$ cat config.mk
export PLATFORM = sky130hd
export DESIGN_NAME = char_lcd_4bit_write_sequencer_core
export DESIGN_NICKNAME = d
export VERILOG_FILES = /design/src/sv/clwseq_pkg.sv /design/src/sv/char_lcd_4bit_write_sequencer_core.sv /design/src/sv/clwseq_front.sv /design/src/sv/clwseq_back.sv /design/src/sv/clwseq_outq.sv
export VERILOG_INCLUDE_DIRS = /design/src /design/src/sv
export SDC_FILE = /design/constraint.sdc
export NUM_CORES = 1
export LEC_CHECK = 0
export BUFFER_PORTS_ARGS = -buffer_cell sky130_fd_sc_hd__buf_4
export CAP_MARGIN = 20
export CORE_MARGIN = 2
export CORE_UTILIZATION = 50
export CTS_CLUSTER_SIZE = 24
export DETAILED_ROUTE_END_ITERATION = 6
export GPL_TIMING_DRIVEN = 0
export PLACE_DENSITY = 0.67
export SYNTH_ARGS = -nofsm -noshare
export SYNTH_HDL_FRONTEND = slang
export SYNTH_SLANG_ARGS = --single-unit
$ cat constraint.sdc
create_clock -name clk -period 12.45 [get_ports clk]
set_input_delay 0.6225 -clock clk [delete_from_list [all_inputs] [get_ports clk]]
set_output_delay 0.6225 -clock clk [all_outputs]
set_load 0.05 [all_outputs]
$ cat src/sv/assert_macros.svh
// ---------------------------------------------------------------------------
// Assertion macros shared by the character LCD sequencer RTL.
// Every property is sampled on the rising edge of clk and is switched off
// while the synchronous reset rst_n is held low.
// ---------------------------------------------------------------------------
`ifndef ASSERT_MACROS_SVH
`define ASSERT_MACROS_SVH

// The property must hold on every clock edge outside reset.
`define CLW_ASSERT(lbl, prop, msg) \
  lbl: assert property (@(posedge clk) disable iff (!rst_n) (prop)) \
    else $error(msg);

// When the trigger holds on one edge, the consequence must hold on the next.
`define CLW_ASSERT_NEXT(lbl, trig, cons, msg) \
  lbl: assert property (@(posedge clk) disable iff (!rst_n) (trig) |=> (cons)) \
    else $error(msg);

`endif

$ cat src/sv/clwseq_pkg.sv
// ---------------------------------------------------------------------------
// clwseq_pkg
// Types, constants and helper functions of the character LCD write
// sequencer: item layouts, register indexes, power-up steps and phases.
// ---------------------------------------------------------------------------
`default_nettype none

package clwseq_pkg;

  // Width of the tick counter; durations longer than it can hold are clipped.
  localparam int COUNT_WIDTH = 24;
  localparam logic [32:0] CNT_MAX = (33'd1 << COUNT_WIDTH) - 33'd1;
  localparam logic [COUNT_WIDTH-1:0] CNT_ONE = COUNT_WIDTH'(1);

  // Configuration port.
  localparam int CFG_W     = 24;
  localparam int CFG_IDX_W = 3;

  localparam logic [CFG_IDX_W-1:0] REG_SETUP      = 3'd0;
  localparam logic [CFG_IDX_W-1:0] REG_ENABLE     = 3'd1;
  localparam logic [CFG_IDX_W-1:0] REG_HOLD       = 3'd2;
  localparam logic [CFG_IDX_W-1:0] REG_POWER_WAIT = 3'd3;
  localparam logic [CFG_IDX_W-1:0] REG_WAKE2_WAIT = 3'd4;
  localparam logic [CFG_IDX_W-1:0] REG_WAKE3_WAIT = 3'd5;
  localparam logic [CFG_IDX_W-1:0] REG_CLEAR_WAIT = 3'd6;

  // Reset values of the timing registers.
  localparam logic [15:0] RST_SETUP      = 16'd12;
  localparam logic [15:0] RST_ENABLE     = 16'd90;
  localparam logic [15:0] RST_HOLD       = 16'd240;
  localparam logic [23:0] RST_POWER_WAIT = 24'd4000000;
  localparam logic [23:0] RST_WAKE2_WAIT = 24'd800000;
  localparam logic [23:0] RST_WAKE3_WAIT = 24'd20000;
  localparam logic [23:0] RST_CLEAR_WAIT = 24'd328000;

  // Power-up sequence steps.
  localparam logic [3:0] STEP_PWR_WAIT   = 4'd0;
  localparam logic [3:0] STEP_WAKE1      = 4'd1;
  localparam logic [3:0] STEP_WAKE2_WAIT = 4'd2;
  localparam logic [3:0] STEP_WAKE2      = 4'd3;
  localparam logic [3:0] STEP_WAKE3_WAIT = 4'd4;
  localparam logic [3:0] STEP_WAKE3      = 4'd5;
  localparam logic [3:0] STEP_MODE4      = 4'd6;
  localparam logic [3:0] STEP_FUNC_SET   = 4'd7;
  localparam logic [3:0] STEP_DISP_ON    = 4'd8;
  localparam logic [3:0] STEP_CLEAR      = 4'd9;
  localparam logic [3:0] STEP_CLEAR_WAIT = 4'd10;
  localparam logic [3:0] STEP_ENTRY      = 4'd11;
  localparam logic [3:0] STEP_DONE       = 4'd12;

  // Bytes sent during power-up.
  localparam logic [7:0] BYTE_WAKE      = 8'h33;
  localparam logic [7:0] BYTE_MODE4     = 8'h22;
  localparam logic [7:0] BYTE_FUNC_SET  = 8'b0010_1000;
  localparam logic [7:0] BYTE_DISP_ON   = 8'b0000_1101;
  localparam logic [7:0] BYTE_CLEAR     = 8'h01;
  localparam logic [7:0] BYTE_ENTRY     = 8'b0000_0110;

  // Depth of the small queues, and the count that marks them full.
  localparam logic [1:0] Q_FULL = 2'd2;

  // Sequencer phases.
  typedef enum logic [4:0] {
    PH_WAIT   = 5'b00001,
    PH_SETUP  = 5'b00010,
    PH_ENABLE = 5'b00100,
    PH_HOLD   = 5'b01000,
    PH_READY  = 5'b10000
  } phase_t;

  // One input item: a tick that may carry a byte write.
  typedef struct packed {
    logic       req_valid;
    logic       req_rs;
    logic [7:0] req_byte;
  } req_item_t;

  // One result item: pin levels and status seen on a tick.
  typedef struct packed {
    logic       rs_pin;
    logic       en_pin;
    logic [3:0] data_pins;
    logic       ready_res;
    logic       init_done;
  } res_item_t;

  // A configuration write.
  typedef struct packed {
    logic                 we;
    logic [CFG_IDX_W-1:0] idx;
    logic [CFG_W-1:0]     data;
  } cfg_wr_t;

  // Saturate a duration to what the tick counter can hold.
  function automatic logic [COUNT_WIDTH-1:0] clip_len(input logic [31:0] d);
    if ({1'b0, d} > CNT_MAX) begin
      return CNT_MAX[COUNT_WIDTH-1:0];
    end
    return d[COUNT_WIDTH-1:0];
  endfunction

endpackage

`default_nettype wire

$ cat src/sv/char_lcd_4bit_write_sequencer_core.sv
// A tick item is registered in the front queue, then taken by the sequencer and
// registered in the result queue, whose head drives the out_ ports. The sequencer
// advances one tick per cycle while an item waits and the result queue has room.
// Reset (rst_n low at a clock edge) empties both queues, loads the timing register
// defaults and restarts the power-up sequence at its first wait.
// ---------------------------------------------------------------------------
// char_lcd_4bit_write_sequencer_core
// Character LCD write sequencer for a 4-bit parallel bus: an input queue,
// the power-up and nibble timing sequencer, and a result queue.
// ---------------------------------------------------------------------------
`default_nettype none

module char_lcd_4bit_write_sequencer_core (
  input  wire logic                             clk,
  input  wire logic                             rst_n,
  // Tick items.
  input  wire logic                             in_push,
  output logic                                  in_full,
  input  wire logic                             in_req_valid,
  input  wire logic                             in_req_rs,
  input  wire logic [7:0]                       in_req_byte,
  // Result items.
  output logic                                  out_empty,
  input  wire logic                             out_pop,
  output logic                                  out_rs_pin,
  output logic                                  out_en_pin,
  output logic [3:0]                            out_data_pins,
  output logic                                  out_ready_res,
  output logic                                  out_init_done,
  // Timing register writes.
  input  wire logic                             cfg_we,
  input  wire logic [clwseq_pkg::CFG_IDX_W-1:0] cfg_idx,
  input  wire logic [clwseq_pkg::CFG_W-1:0]     cfg_wdata
);

  clwseq_pkg::req_item_t in_item, q_item;
  clwseq_pkg::res_item_t res_item, out_item;
  clwseq_pkg::cfg_wr_t   cfg_wr;
  logic                  q_avail, q_pop;
  logic                  res_push, res_full;

  assign in_item.req_valid = in_req_valid;
  assign in_item.req_rs    = in_req_rs;
  assign in_item.req_byte  = in_req_byte;

  assign cfg_wr.we   = cfg_we;
  assign cfg_wr.idx  = cfg_idx;
  assign cfg_wr.data = cfg_wdata;

  clwseq_front u_front (
    .clk     (clk),
    .rst_n   (rst_n),
    .push_i  (in_push),
    .full_o  (in_full),
    .item_i  (in_item),
    .avail_o (q_avail),
    .pop_i   (q_pop),
    .item_o  (q_item)
  );

  clwseq_back u_back (
    .clk        (clk),
    .rst_n      (rst_n),
    .cfg_i      (cfg_wr),
    .in_avail_i (q_avail),
    .in_item_i  (q_item),
    .in_pop_o   (q_pop),
    .res_full_i (res_full),
    .res_push_o (res_push),
    .res_item_o (res_item)
  );

  clwseq_outq u_outq (
    .clk     (clk),
    .rst_n   (rst_n),
    .push_i  (res_push),
    .item_i  (res_item),
    .full_o  (res_full),
    .empty_o (out_empty),
    .pop_i   (out_pop),
    .item_o  (out_item)
  );

  assign out_rs_pin    = out_item.rs_pin;
  assign out_en_pin    = out_item.en_pin;
  assign out_data_pins = out_item.data_pins;
  assign out_ready_res = out_item.ready_res;
  assign out_init_done = out_item.init_done;

endmodule

`default_nettype wire

$ cat src/sv/clwseq_front.sv
// ---------------------------------------------------------------------------
// clwseq_front
// Input side: takes tick items from the producer into a two-entry queue and
// clears the payload of each plain tick before the sequencer sees it.
// ---------------------------------------------------------------------------
`default_nettype none

module clwseq_front (
  input  wire logic                  clk,
  input  wire logic                  rst_n,
  input  wire logic                  push_i,
  output logic                       full_o,
  input  wire clwseq_pkg::req_item_t item_i,
  output logic                       avail_o,
  input  wire logic                  pop_i,
  output clwseq_pkg::req_item_t      item_o
);

  clwseq_pkg::req_item_t ent_r [2];
  clwseq_pkg::req_item_t ent_nxt;
  logic [1:0]            cnt_r, cnt_nxt;
  logic                  wr_ptr_r, rd_ptr_r;
  logic                  do_push, do_pop;

  assign do_push = push_i && (cnt_r != clwseq_pkg::Q_FULL);
  assign do_pop  = pop_i && (cnt_r != 2'd0);

  // A plain tick keeps no byte: its payload is cleared so that only
  // write requests carry data into the sequencer.
  always_comb begin
    ent_nxt = item_i;
    if (!item_i.req_valid) begin
      ent_nxt.req_rs   = 1'b0;
      ent_nxt.req_byte = 8'd0;
    end
  end

  always_comb begin
    cnt_nxt = cnt_r;
    case ({do_push, do_pop})
      2'b10:   cnt_nxt = cnt_r + 2'd1;
      2'b01:   cnt_nxt = cnt_r - 2'd1;
      default: cnt_nxt = cnt_r;
    endcase
  end

  // Queue pointers and fill count.
  always_ff @(posedge clk) begin
    if (!rst_n) begin
      cnt_r    <= 2'd0;
      wr_ptr_r <= 1'b0;
      rd_ptr_r <= 1'b0;
    end else begin
      cnt_r <= cnt_nxt;
      if (do_push) begin
        wr_ptr_r <= ~wr_ptr_r;
      end
      if (do_pop) begin
        rd_ptr_r <= ~rd_ptr_r;
      end
    end
  end

  // Queue storage.
  always_ff @(posedge clk) begin
    if (do_push) begin
      ent_r[wr_ptr_r] <= ent_nxt;
    end
  end

  assign full_o  = (cnt_r == clwseq_pkg::Q_FULL);
  assign avail_o = (cnt_r != 2'd0);
  assign item_o  = ent_r[rd_ptr_r];

endmodule

`default_nettype wire

$ cat src/sv/clwseq_back.sv
// ---------------------------------------------------------------------------
// clwseq_back
// Sequencer: runs the power-up sequence and the nibble timing of byte
// writes, one tick per item taken from the front queue, and pushes one
// result item per tick into the result queue.
// ---------------------------------------------------------------------------
`default_nettype none
`include "assert_macros.svh"

module clwseq_back (
  input  wire logic                  clk,
  input  wire logic                  rst_n,
  input  wire clwseq_pkg::cfg_wr_t   cfg_i,
  input  wire logic                  in_avail_i,
  input  wire clwseq_pkg::req_item_t in_item_i,
  output logic                       in_pop_o,
  input  wire logic                  res_full_i,
  output logic                       res_push_o,
  output clwseq_pkg::res_item_t      res_item_o
);

  // Timing registers.
  logic [15:0] setup_r, enable_r, hold_r;
  logic [23:0] pwr_wait_r, wake2_wait_r, wake3_wait_r, clr_wait_r;

  // Sequencer state.
  clwseq_pkg::phase_t                 phase_r, phase_nxt;
  logic [clwseq_pkg::COUNT_WIDTH-1:0] cnt_r, cnt_nxt;
  logic [3:0]                         step_r, step_nxt;
  logic [7:0]                         held_r, held_nxt;
  logic                               held_rs_r, held_rs_nxt;
  logic                               low_r, low_nxt;
  logic                               init_fin_r, init_fin_nxt;
  logic                               pin_rs_r, pin_rs_nxt;
  logic                               pin_en_r, pin_en_nxt;
  logic [3:0]                         pin_data_r, pin_data_nxt;
  logic                               ready;
  logic                               step_en;

  logic [clwseq_pkg::COUNT_WIDTH-1:0] setup_len, hold_len, en_len;

  // Length of the timed wait that belongs to a power-up step.
  function automatic logic [clwseq_pkg::COUNT_WIDTH-1:0] wait_len(
    input logic [3:0]  s,
    input logic [23:0] pw,
    input logic [23:0] w2,
    input logic [23:0] w3,
    input logic [23:0] cw
  );
    case (s)
      clwseq_pkg::STEP_PWR_WAIT:   return clwseq_pkg::clip_len(32'(pw));
      clwseq_pkg::STEP_WAKE2_WAIT: return clwseq_pkg::clip_len(32'(w2));
      clwseq_pkg::STEP_WAKE3_WAIT: return clwseq_pkg::clip_len(32'(w3));
      clwseq_pkg::STEP_CLEAR_WAIT: return clwseq_pkg::clip_len(32'(cw));
      default:                     return '0;
    endcase
  endfunction

  // One tick is taken whenever an item waits and the result has room.
  assign step_en    = in_avail_i && !res_full_i;
  assign in_pop_o   = step_en;
  assign res_push_o = step_en;

  assign setup_len = clwseq_pkg::clip_len(32'(setup_r));
  assign hold_len  = clwseq_pkg::clip_len(32'(hold_r));

  // Enable time of zero behaves as one tick.
  always_comb begin
    en_len = clwseq_pkg::clip_len(32'(enable_r));
    if (en_len == '0) begin
      en_len = clwseq_pkg::CNT_ONE;
    end
  end

  // Next state of one tick. The phase case raises events, and the chain
  // below resolves them in order, so zero-length phases pass within a tick.
  always_comb begin
    logic                               do_enable, do_hold, do_ndone;
    logic                               do_init, do_start, do_load;
    logic [7:0]                         ld_byte;
    logic                               ld_two;
    logic [3:0]                         s;
    logic [clwseq_pkg::COUNT_WIDTH-1:0] cnt_inc;

    do_enable    = 1'b0;
    do_hold      = 1'b0;
    do_ndone     = 1'b0;
    do_init      = 1'b0;
    do_start     = 1'b0;
    do_load      = 1'b0;
    ld_byte      = 8'd0;
    ld_two       = 1'b0;
    s            = step_r;
    cnt_inc      = cnt_r + clwseq_pkg::CNT_ONE;

    phase_nxt    = phase_r;
    cnt_nxt      = cnt_r;
    step_nxt     = step_r;
    held_nxt     = held_r;
    held_rs_nxt  = held_rs_r;
    low_nxt      = low_r;
    init_fin_nxt = init_fin_r;
    pin_rs_nxt   = pin_rs_r;
    pin_en_nxt   = pin_en_r;
    pin_data_nxt = pin_data_r;
    ready        = 1'b0;

    case (phase_r)
      clwseq_pkg::PH_WAIT: begin
        cnt_nxt = cnt_inc;
        if (cnt_inc >= wait_len(step_r, pwr_wait_r, wake2_wait_r, wake3_wait_r,
                                clr_wait_r)) begin
          step_nxt = step_r + 4'd1;
          do_init  = 1'b1;
        end
      end
      clwseq_pkg::PH_SETUP: begin
        cnt_nxt = cnt_inc;
        if (cnt_inc >= setup_len) begin
          do_enable = 1'b1;
        end
      end
      clwseq_pkg::PH_ENABLE: begin
        cnt_nxt = cnt_inc;
        if (cnt_inc >= en_len) begin
          do_hold = 1'b1;
        end
      end
      clwseq_pkg::PH_HOLD: begin
        cnt_nxt = cnt_inc;
        if (cnt_inc >= hold_len) begin
          do_ndone = 1'b1;
        end
      end
      default: begin
        // Idle: a write request is taken and its high nibble started.
        phase_nxt = clwseq_pkg::PH_READY;
        if (in_item_i.req_valid) begin
          ready       = 1'b1;
          held_nxt    = in_item_i.req_byte;
          held_rs_nxt = in_item_i.req_rs;
          low_nxt     = 1'b1;
          do_start    = 1'b1;
        end
      end
    endcase

    // Enable falls, then the hold wait.
    if (do_hold) begin
      phase_nxt  = clwseq_pkg::PH_HOLD;
      cnt_nxt    = '0;
      pin_en_nxt = 1'b0;
      if (hold_len == '0) begin
        do_ndone = 1'b1;
      end
    end

    // A nibble has finished: send the low half, go on with power-up, or idle.
    if (do_ndone) begin
      if (low_nxt) begin
        low_nxt  = 1'b0;
        do_start = 1'b1;
      end else if (!init_fin_nxt) begin
        step_nxt = step_nxt + 4'd1;
        do_init  = 1'b1;
      end else begin
        phase_nxt = clwseq_pkg::PH_READY;
        cnt_nxt   = '0;
      end
    end

    // Start the next power-up step. A wait of zero passes on to the nibble
    // step that follows it.
    if (do_init) begin
      s = step_nxt;
      if ((s inside {clwseq_pkg::STEP_PWR_WAIT, clwseq_pkg::STEP_WAKE2_WAIT,
                     clwseq_pkg::STEP_WAKE3_WAIT, clwseq_pkg::STEP_CLEAR_WAIT}) &&
          (wait_len(s, pwr_wait_r, wake2_wait_r, wake3_wait_r, clr_wait_r) != '0)) begin
        phase_nxt = clwseq_pkg::PH_WAIT;
        cnt_nxt   = '0;
      end else begin
        if (s inside {clwseq_pkg::STEP_PWR_WAIT, clwseq_pkg::STEP_WAKE2_WAIT,
                      clwseq_pkg::STEP_WAKE3_WAIT, clwseq_pkg::STEP_CLEAR_WAIT}) begin
          s = s + 4'd1;
        end
        case (s)
          clwseq_pkg::STEP_WAKE1, clwseq_pkg::STEP_WAKE2, clwseq_pkg::STEP_WAKE3: begin
            do_load = 1'b1;
            ld_byte = clwseq_pkg::BYTE_WAKE;
            ld_two  = 1'b0;
          end
          clwseq_pkg::STEP_MODE4: begin
            do_load = 1'b1;
            ld_byte = clwseq_pkg::BYTE_MODE4;
            ld_two  = 1'b0;
          end
          clwseq_pkg::STEP_FUNC_SET: begin
            do_load = 1'b1;
            ld_byte = clwseq_pkg::BYTE_FUNC_SET;
            ld_two  = 1'b1;
          end
          clwseq_pkg::STEP_DISP_ON: begin
            do_load = 1'b1;
            ld_byte = clwseq_pkg::BYTE_DISP_ON;
            ld_two  = 1'b1;
          end
          clwseq_pkg::STEP_CLEAR: begin
            do_load = 1'b1;
            ld_byte = clwseq_pkg::BYTE_CLEAR;
            ld_two  = 1'b1;
          end
          clwseq_pkg::STEP_ENTRY: begin
            do_load = 1'b1;
            ld_byte = clwseq_pkg::BYTE_ENTRY;
            ld_two  = 1'b1;
          end
          default: begin
            s            = clwseq_pkg::STEP_DONE;
            init_fin_nxt = 1'b1;
            phase_nxt    = clwseq_pkg::PH_READY;
            cnt_nxt      = '0;
          end
        endcase
      end
      step_nxt = s;
    end

    // Load a power-up byte; commands always go with RS low.
    if (do_load) begin
      held_nxt    = ld_byte;
      held_rs_nxt = 1'b0;
      low_nxt     = ld_two;
      do_start    = 1'b1;
    end

    // Drive RS, then the setup wait.
    if (do_start) begin
      phase_nxt  = clwseq_pkg::PH_SETUP;
      cnt_nxt    = '0;
      pin_rs_nxt = held_rs_nxt;
      if (setup_len == '0) begin
        do_enable = 1'b1;
      end
    end

    // Enable rises with the nibble on the data pins.
    if (do_enable) begin
      phase_nxt    = clwseq_pkg::PH_ENABLE;
      cnt_nxt      = '0;
      pin_en_nxt   = 1'b1;
      pin_data_nxt = low_nxt ? held_nxt[7:4] : held_nxt[3:0];
    end
  end

  // Sequencer registers advance once per tick item.
  always_ff @(posedge clk) begin
    if (!rst_n) begin
      phase_r    <= clwseq_pkg::PH_WAIT;
      cnt_r      <= '0;
      step_r     <= clwseq_pkg::STEP_PWR_WAIT;
      held_r     <= 8'd0;
      held_rs_r  <= 1'b0;
      low_r      <= 1'b0;
      init_fin_r <= 1'b0;
      pin_rs_r   <= 1'b0;
      pin_en_r   <= 1'b0;
      pin_data_r <= 4'd0;
    end else if (step_en) begin
      phase_r    <= phase_nxt;
      cnt_r      <= cnt_nxt;
      step_r     <= step_nxt;
      held_r     <= held_nxt;
      held_rs_r  <= held_rs_nxt;
      low_r      <= low_nxt;
      init_fin_r <= init_fin_nxt;
      pin_rs_r   <= pin_rs_nxt;
      pin_en_r   <= pin_en_nxt;
      pin_data_r <= pin_data_nxt;
    end
  end

  // Timing register writes; an index past the list is dropped.
  always_ff @(posedge clk) begin
    if (!rst_n) begin
      setup_r      <= clwseq_pkg::RST_SETUP;
      enable_r     <= clwseq_pkg::RST_ENABLE;
      hold_r       <= clwseq_pkg::RST_HOLD;
      pwr_wait_r   <= clwseq_pkg::RST_POWER_WAIT;
      wake2_wait_r <= clwseq_pkg::RST_WAKE2_WAIT;
      wake3_wait_r <= clwseq_pkg::RST_WAKE3_WAIT;
      clr_wait_r   <= clwseq_pkg::RST_CLEAR_WAIT;
    end else if (cfg_i.we) begin
      case (cfg_i.idx)
        clwseq_pkg::REG_SETUP:      setup_r      <= cfg_i.data[15:0];
        clwseq_pkg::REG_ENABLE:     enable_r     <= cfg_i.data[15:0];
        clwseq_pkg::REG_HOLD:       hold_r       <= cfg_i.data[15:0];
        clwseq_pkg::REG_POWER_WAIT: pwr_wait_r   <= cfg_i.data;
        clwseq_pkg::REG_WAKE2_WAIT: wake2_wait_r <= cfg_i.data;
        clwseq_pkg::REG_WAKE3_WAIT: wake3_wait_r <= cfg_i.data;
        clwseq_pkg::REG_CLEAR_WAIT: clr_wait_r   <= cfg_i.data;
        default: ;
      endcase
    end
  end

  // The result shows the pin levels from before this tick.
  assign res_item_o.rs_pin    = pin_rs_r;
  assign res_item_o.en_pin    = pin_en_r;
  assign res_item_o.data_pins = pin_data_r;
  assign res_item_o.ready_res = ready;
  assign res_item_o.init_done = init_fin_r;

  // Enable is high exactly while the sequencer sits in the enable phase.
  `CLW_ASSERT(a_en_phase, pin_en_r == (phase_r == clwseq_pkg::PH_ENABLE),
              "enable pin out of step with enable phase")
  // Once the power-up sequence is over it stays over.
  `CLW_ASSERT_NEXT(a_init_sticky, init_fin_r, init_fin_r, "init_done fell")
  // A request is only taken from idle after power-up.
  `CLW_ASSERT(a_ready_idle,
              !ready || (init_fin_r && (phase_r == clwseq_pkg::PH_READY)),
              "request taken while busy")

endmodule

`default_nettype wire

$ cat src/sv/clwseq_outq.sv
// ---------------------------------------------------------------------------
// clwseq_outq
// Result side: a two-entry queue that holds result items until the
// consumer pops them, so the sequencer keeps running while one waits.
// ---------------------------------------------------------------------------
`default_nettype none
`include "assert_macros.svh"

module clwseq_outq (
  input  wire logic                  clk,
  input  wire logic                  rst_n,
  input  wire logic                  push_i,
  input  wire clwseq_pkg::res_item_t item_i,
  output logic                       full_o,
  output logic                       empty_o,
  input  wire logic                  pop_i,
  output clwseq_pkg::res_item_t      item_o
);

  clwseq_pkg::res_item_t ent_r [2];
  logic [1:0]            cnt_r, cnt_nxt;
  logic                  wr_ptr_r, rd_ptr_r;
  logic                  do_push, do_pop;

  assign do_push = push_i && (cnt_r != clwseq_pkg::Q_FULL);
  assign do_pop  = pop_i && (cnt_r != 2'd0);

  always_comb begin
    cnt_nxt = cnt_r;
    case ({do_push, do_pop})
      2'b10:   cnt_nxt = cnt_r + 2'd1;
      2'b01:   cnt_nxt = cnt_r - 2'd1;
      default: cnt_nxt = cnt_r;
    endcase
  end

  // Queue pointers and fill count.
  always_ff @(posedge clk) begin
    if (!rst_n) begin
      cnt_r    <= 2'd0;
      wr_ptr_r <= 1'b0;
      rd_ptr_r <= 1'b0;
    end else begin
      cnt_r <= cnt_nxt;
      if (do_push) begin
        wr_ptr_r <= ~wr_ptr_r;
      end
      if (do_pop) begin
        rd_ptr_r <= ~rd_ptr_r;
      end
    end
  end

  // Queue storage.
  always_ff @(posedge clk) begin
    if (do_push) begin
      ent_r[wr_ptr_r] <= item_i;
    end
  end

  assign full_o  = (cnt_r == clwseq_pkg::Q_FULL);
  assign empty_o = (cnt_r == 2'd0);
  assign item_o  = ent_r[rd_ptr_r];

  // The sequencer never offers a result while the queue is full.
  `CLW_ASSERT(a_no_overflow, !(push_i && (cnt_r == clwseq_pkg::Q_FULL)),
              "result pushed into full queue")

endmodule

`default_nettype wire
==> results.yml <==
synth:
  yosysUniqueCellTypes: 80
  ys_seq_elements: 240
  synth.yosys.warnings: 0
  synth-edff-count: 36
  synth.most_common_cell: "nand2_1"
  ys_async_sr_fraction_pct: 0
  synth_area_leaders: "dfxtp_1 (32%), nand2_1 (9.6%), edfxtp_1 (8.4%)"
  syn_area_per_cell_sq_um: 8.32
  synth_nets: 1670
  syn_area_sq_um: 12900
  yosys.area.top_type_share_pct: 31.7
  synth_cells: 1546
  seq_area_frac_synth_pct: 40.2
  synth_common_cells: "nand2_1 (330), dfxtp_1 (204), a21oi_1 (158)"
  ys.flop_type: "dfxtp_1"
  yosysTopAreaCell: "dfxtp_1"
timing:
  max_freq_mhz: 127
  finalCriticalPeriod_ns: 7.85
  worstMarginPinSlew_ns: 1.11
  timing.final.crit_share_pct: 63.0
  slew_headroom_pct: 25.9
  grt_setup_unrepaired: "false"
  hold_violations: 0
  setup_viol: 0
  finClkSkew_ns: 0.0247
  finalSetupTns_ns: 0
  slew_violations: 0
power:
  switchingPower_uw: 920
  switching_share_pct: 36.3
  leakage_uw: 0.00552
  power_frac_seq_pct: 35.6
  p_clk_share_pct: 31.8
  peakVddDrop_v: 0.000129
  powerDensity_nw_per_um2: 174
  combPwrFrac_pct: 32.6
  internal-power_uw: 1620
clocking:
  post-cts-setup-buffers: 0
  hold_buffers: 0
  numClockSinks: 240
  cts_tree: "done"
  clockBufferDepth: 3
  root_buffer: "clkbuf_16"
  ctsHtreeMaxLevel: 1
  clock_latency_ns: 0.55
  clk_pin_slew_ns: 0.06
  cts_buffers: 27
  ctsResizeCount: 0
routing:
  vias: 11799
  drc_errors: 0
  viasPerCell: 5.97
  wire_per_inst_um: 19.5
  final_antenna_net_count: 0
  drt-initial-drc-count: 1021
  drt-pass1-iter-count: 5
  routed_wl_um: 38500
floorplan:
  initial_utilization_pct: 50.9
  die_height_um: 164
  ios: 52
  core_sq_um: 25300
  dieWidth_um: 164
  fp.dieArea_sq_um: 27000
  fp-row-count: 58
global_route:
  grt_use_total_pct: 28.3
  antenna_found_initial: 0
  gr-total-overflow: 0
  grt_pass1_vias: 10960
  grt_max_degree: 15
  grt_pass1_wl_um: 59900
cells_and_area:
  drive_above_1_share_pct: 8.57
  area_growth_pct: 13.1
  layout.nets: 1749
  insertedDiodeCount: 0
  fill_cells: 2382
  post-route-util_pct: 57.6
placed_design:
  dpl.hpwl_um: 28900
  gp_congestion: 0.931
  portBuffers: 49
critical_path:
  path_class: "reg -> reg"
  critPathArrivalTime_ns: 8.32
  cp.required_ns: 12.92
  path_max_fanout: 10
  startpoint_type: "flip-flop"
  cp-end-kind: "flip-flop"
outcome:
  status: "completed"
job:
  drv_cap: 0
hold_path:
  holdCritPathClass: "in -> reg"
==> layer usage <==
metal  vias up  global-route usage [%]  share of wire (%)
li1       5713                       -                  -
met3        86                    3.74                7.4
met2       416                    44.9                 44
met4         0                    9.64                3.4
met5         -                       0                  0
met1      5584                    39.9                 45
==> kinds of logic (layout without fill, tap and decap cells) <==
family	count (synthesis)	after routing	synth area share [%]
mux	30	30	2.44
fa+ha+maj	82	82	7.98
flops	240	240	40.2
compound gates	384	384	20.0
buf+inv	155	255	4.76
simple gates	617	617	22.0
xor+xnor	38	38	2.65
==> critical path, cell delays in order (launching register included) <==
cell and delay, ns:
dfxtp_1 0.36, inv_1 0.18, ha_1 0.20, nor3b_1 0.87, clkbuf_1 0.40, a22o_1 0.22
a221oi_1 0.09, ha_1 0.35, a21oi_1 0.14, o21ai_0 0.11, a221oi_1 0.75, nor2_1 0.10
a21oi_2 0.29, mux2_2 0.39, ha_1 0.29, mux2_2 0.33, inv_1 0.10, ha_1 0.20
inv_1 0.10, a2111oi_2 0.54, a211oi_4 0.13, and3_1 0.24, or3_4 0.42, a31oi_4 0.25
buf_6 0.19, mux2i_1 0.25, mux2i_1 0.12, a21oi_1 0.15
==> metrics by stage <==
step | instance area (sq um) | setup slack [ns] | power [uW] | cells | hold WS, ns
global placement | 13600 | 4.83 | 1720 | 1925 | 0.436
detailed placement | 13700 | 4.77 | 1730 | 1926 | 0.447
CTS | 14600 | 4.73 | 2530 | 1976 | 0.323
global route | 14600 | 4.07 | 2650 | 1976 | 0.340
floorplan | 12900 | 6.11 | 1490 | 1546 | 0.419
finish | 14600 | 4.60 | 2540 | 1976 | 0.337
==> final timing paths <==
| check | slack [ns] | cells past startpoint | from | to |
|---|---|---|---|---|
| worst max-delay path | 4.60 | 27 | u_back.step_r[0] | u_back.pin_data_r[3] |
| worst min-delay path | 0.34 | 3 | cfg_wdata[20] | u_back.pwr_wait_r[20] |
| worst max register to register | 4.60 | 27 | u_back.step_r[0] | u_back.pin_data_r[3] |
| worst min register to register | 0.46 | 2 | u_back.held_rs_r | u_back.held_rs_r |
==> area by class of cell <==
type                    count  area [sq um]  share of cell area, %
flip-flops and latches    240          5160                   35.5
inverters                  64           240                   1.65
well taps                 330           413                   2.84
plain buffers              91           372                   2.55
clock buffers              33           718                   4.94
repair buffers             50           375                   2.58
multi-input cells        1151          7090                   48.7
clock inverters            17           181                   1.25
==> power by group through the flow <==
stage          Sequential, uW  Clock [uW]  Combinational (uW)
2_1_floorplan             906           0                 584
3_3_place_gp              915           0                 803
3_5_place_dp              919           0                 812
4_1_cts                   902         815                 817
5_1_grt                   911         844                 898
6_report                  903         807                 827
==> cell usage in the layout (no fill, tap or decap), types with 14 or more instances in the layout <==
cell type | netlist | layout
xnor2_1 | 28 | 28
a22oi_1 | 15 | 15
nand4_1 | 20 | 20
inv_1 | 64 | 64
dfxtp_1 | 204 | 204
o211ai_1 | 18 | 18
edfxtp_1 | 36 | 36
ha_1 | 82 | 82
clkbuf_1 | 77 | 81
a21o_1 | 15 | 15
buf_4 | 0 | 50
nor3_1 | 14 | 14
a22o_1 | 25 | 25
nand3_1 | 53 | 53
a21oi_1 | 158 | 158
clkbuf_16 | 0 | 27
nor2_1 | 76 | 76
o21ai_0 | 38 | 38
a221oi_1 | 26 | 26
nand2_1 | 330 | 330
nor2b_1 | 14 | 14
nor4_1 | 40 | 40
mux2i_1 | 19 | 19
==> state kept, by name (all words and copies together) (netlist names), 2 cells and up, named ones only <==
| signal | count |
|---|---|
| u_back.clr_wait_r | 24 |
| u_back.cnt_r | 24 |
| u_back.enable_r | 16 |
| u_back.held_r | 8 |
| u_back.hold_r | 16 |
| u_back.phase_r | 5 |
| u_back.pin_data_r | 4 |
| u_back.pwr_wait_r | 24 |
| u_back.setup_r | 16 |
| u_back.step_r | 4 |
| u_back.wake2_wait_r | 24 |
| u_back.wake3_wait_r | 24 |
| u_front.cnt_r | 2 |
| u_front.ent_r | 20 |
| u_outq.cnt_r | 2 |
| u_outq.ent_r | 16 |
Note: power is estimated with default switching activity, not from simulation.
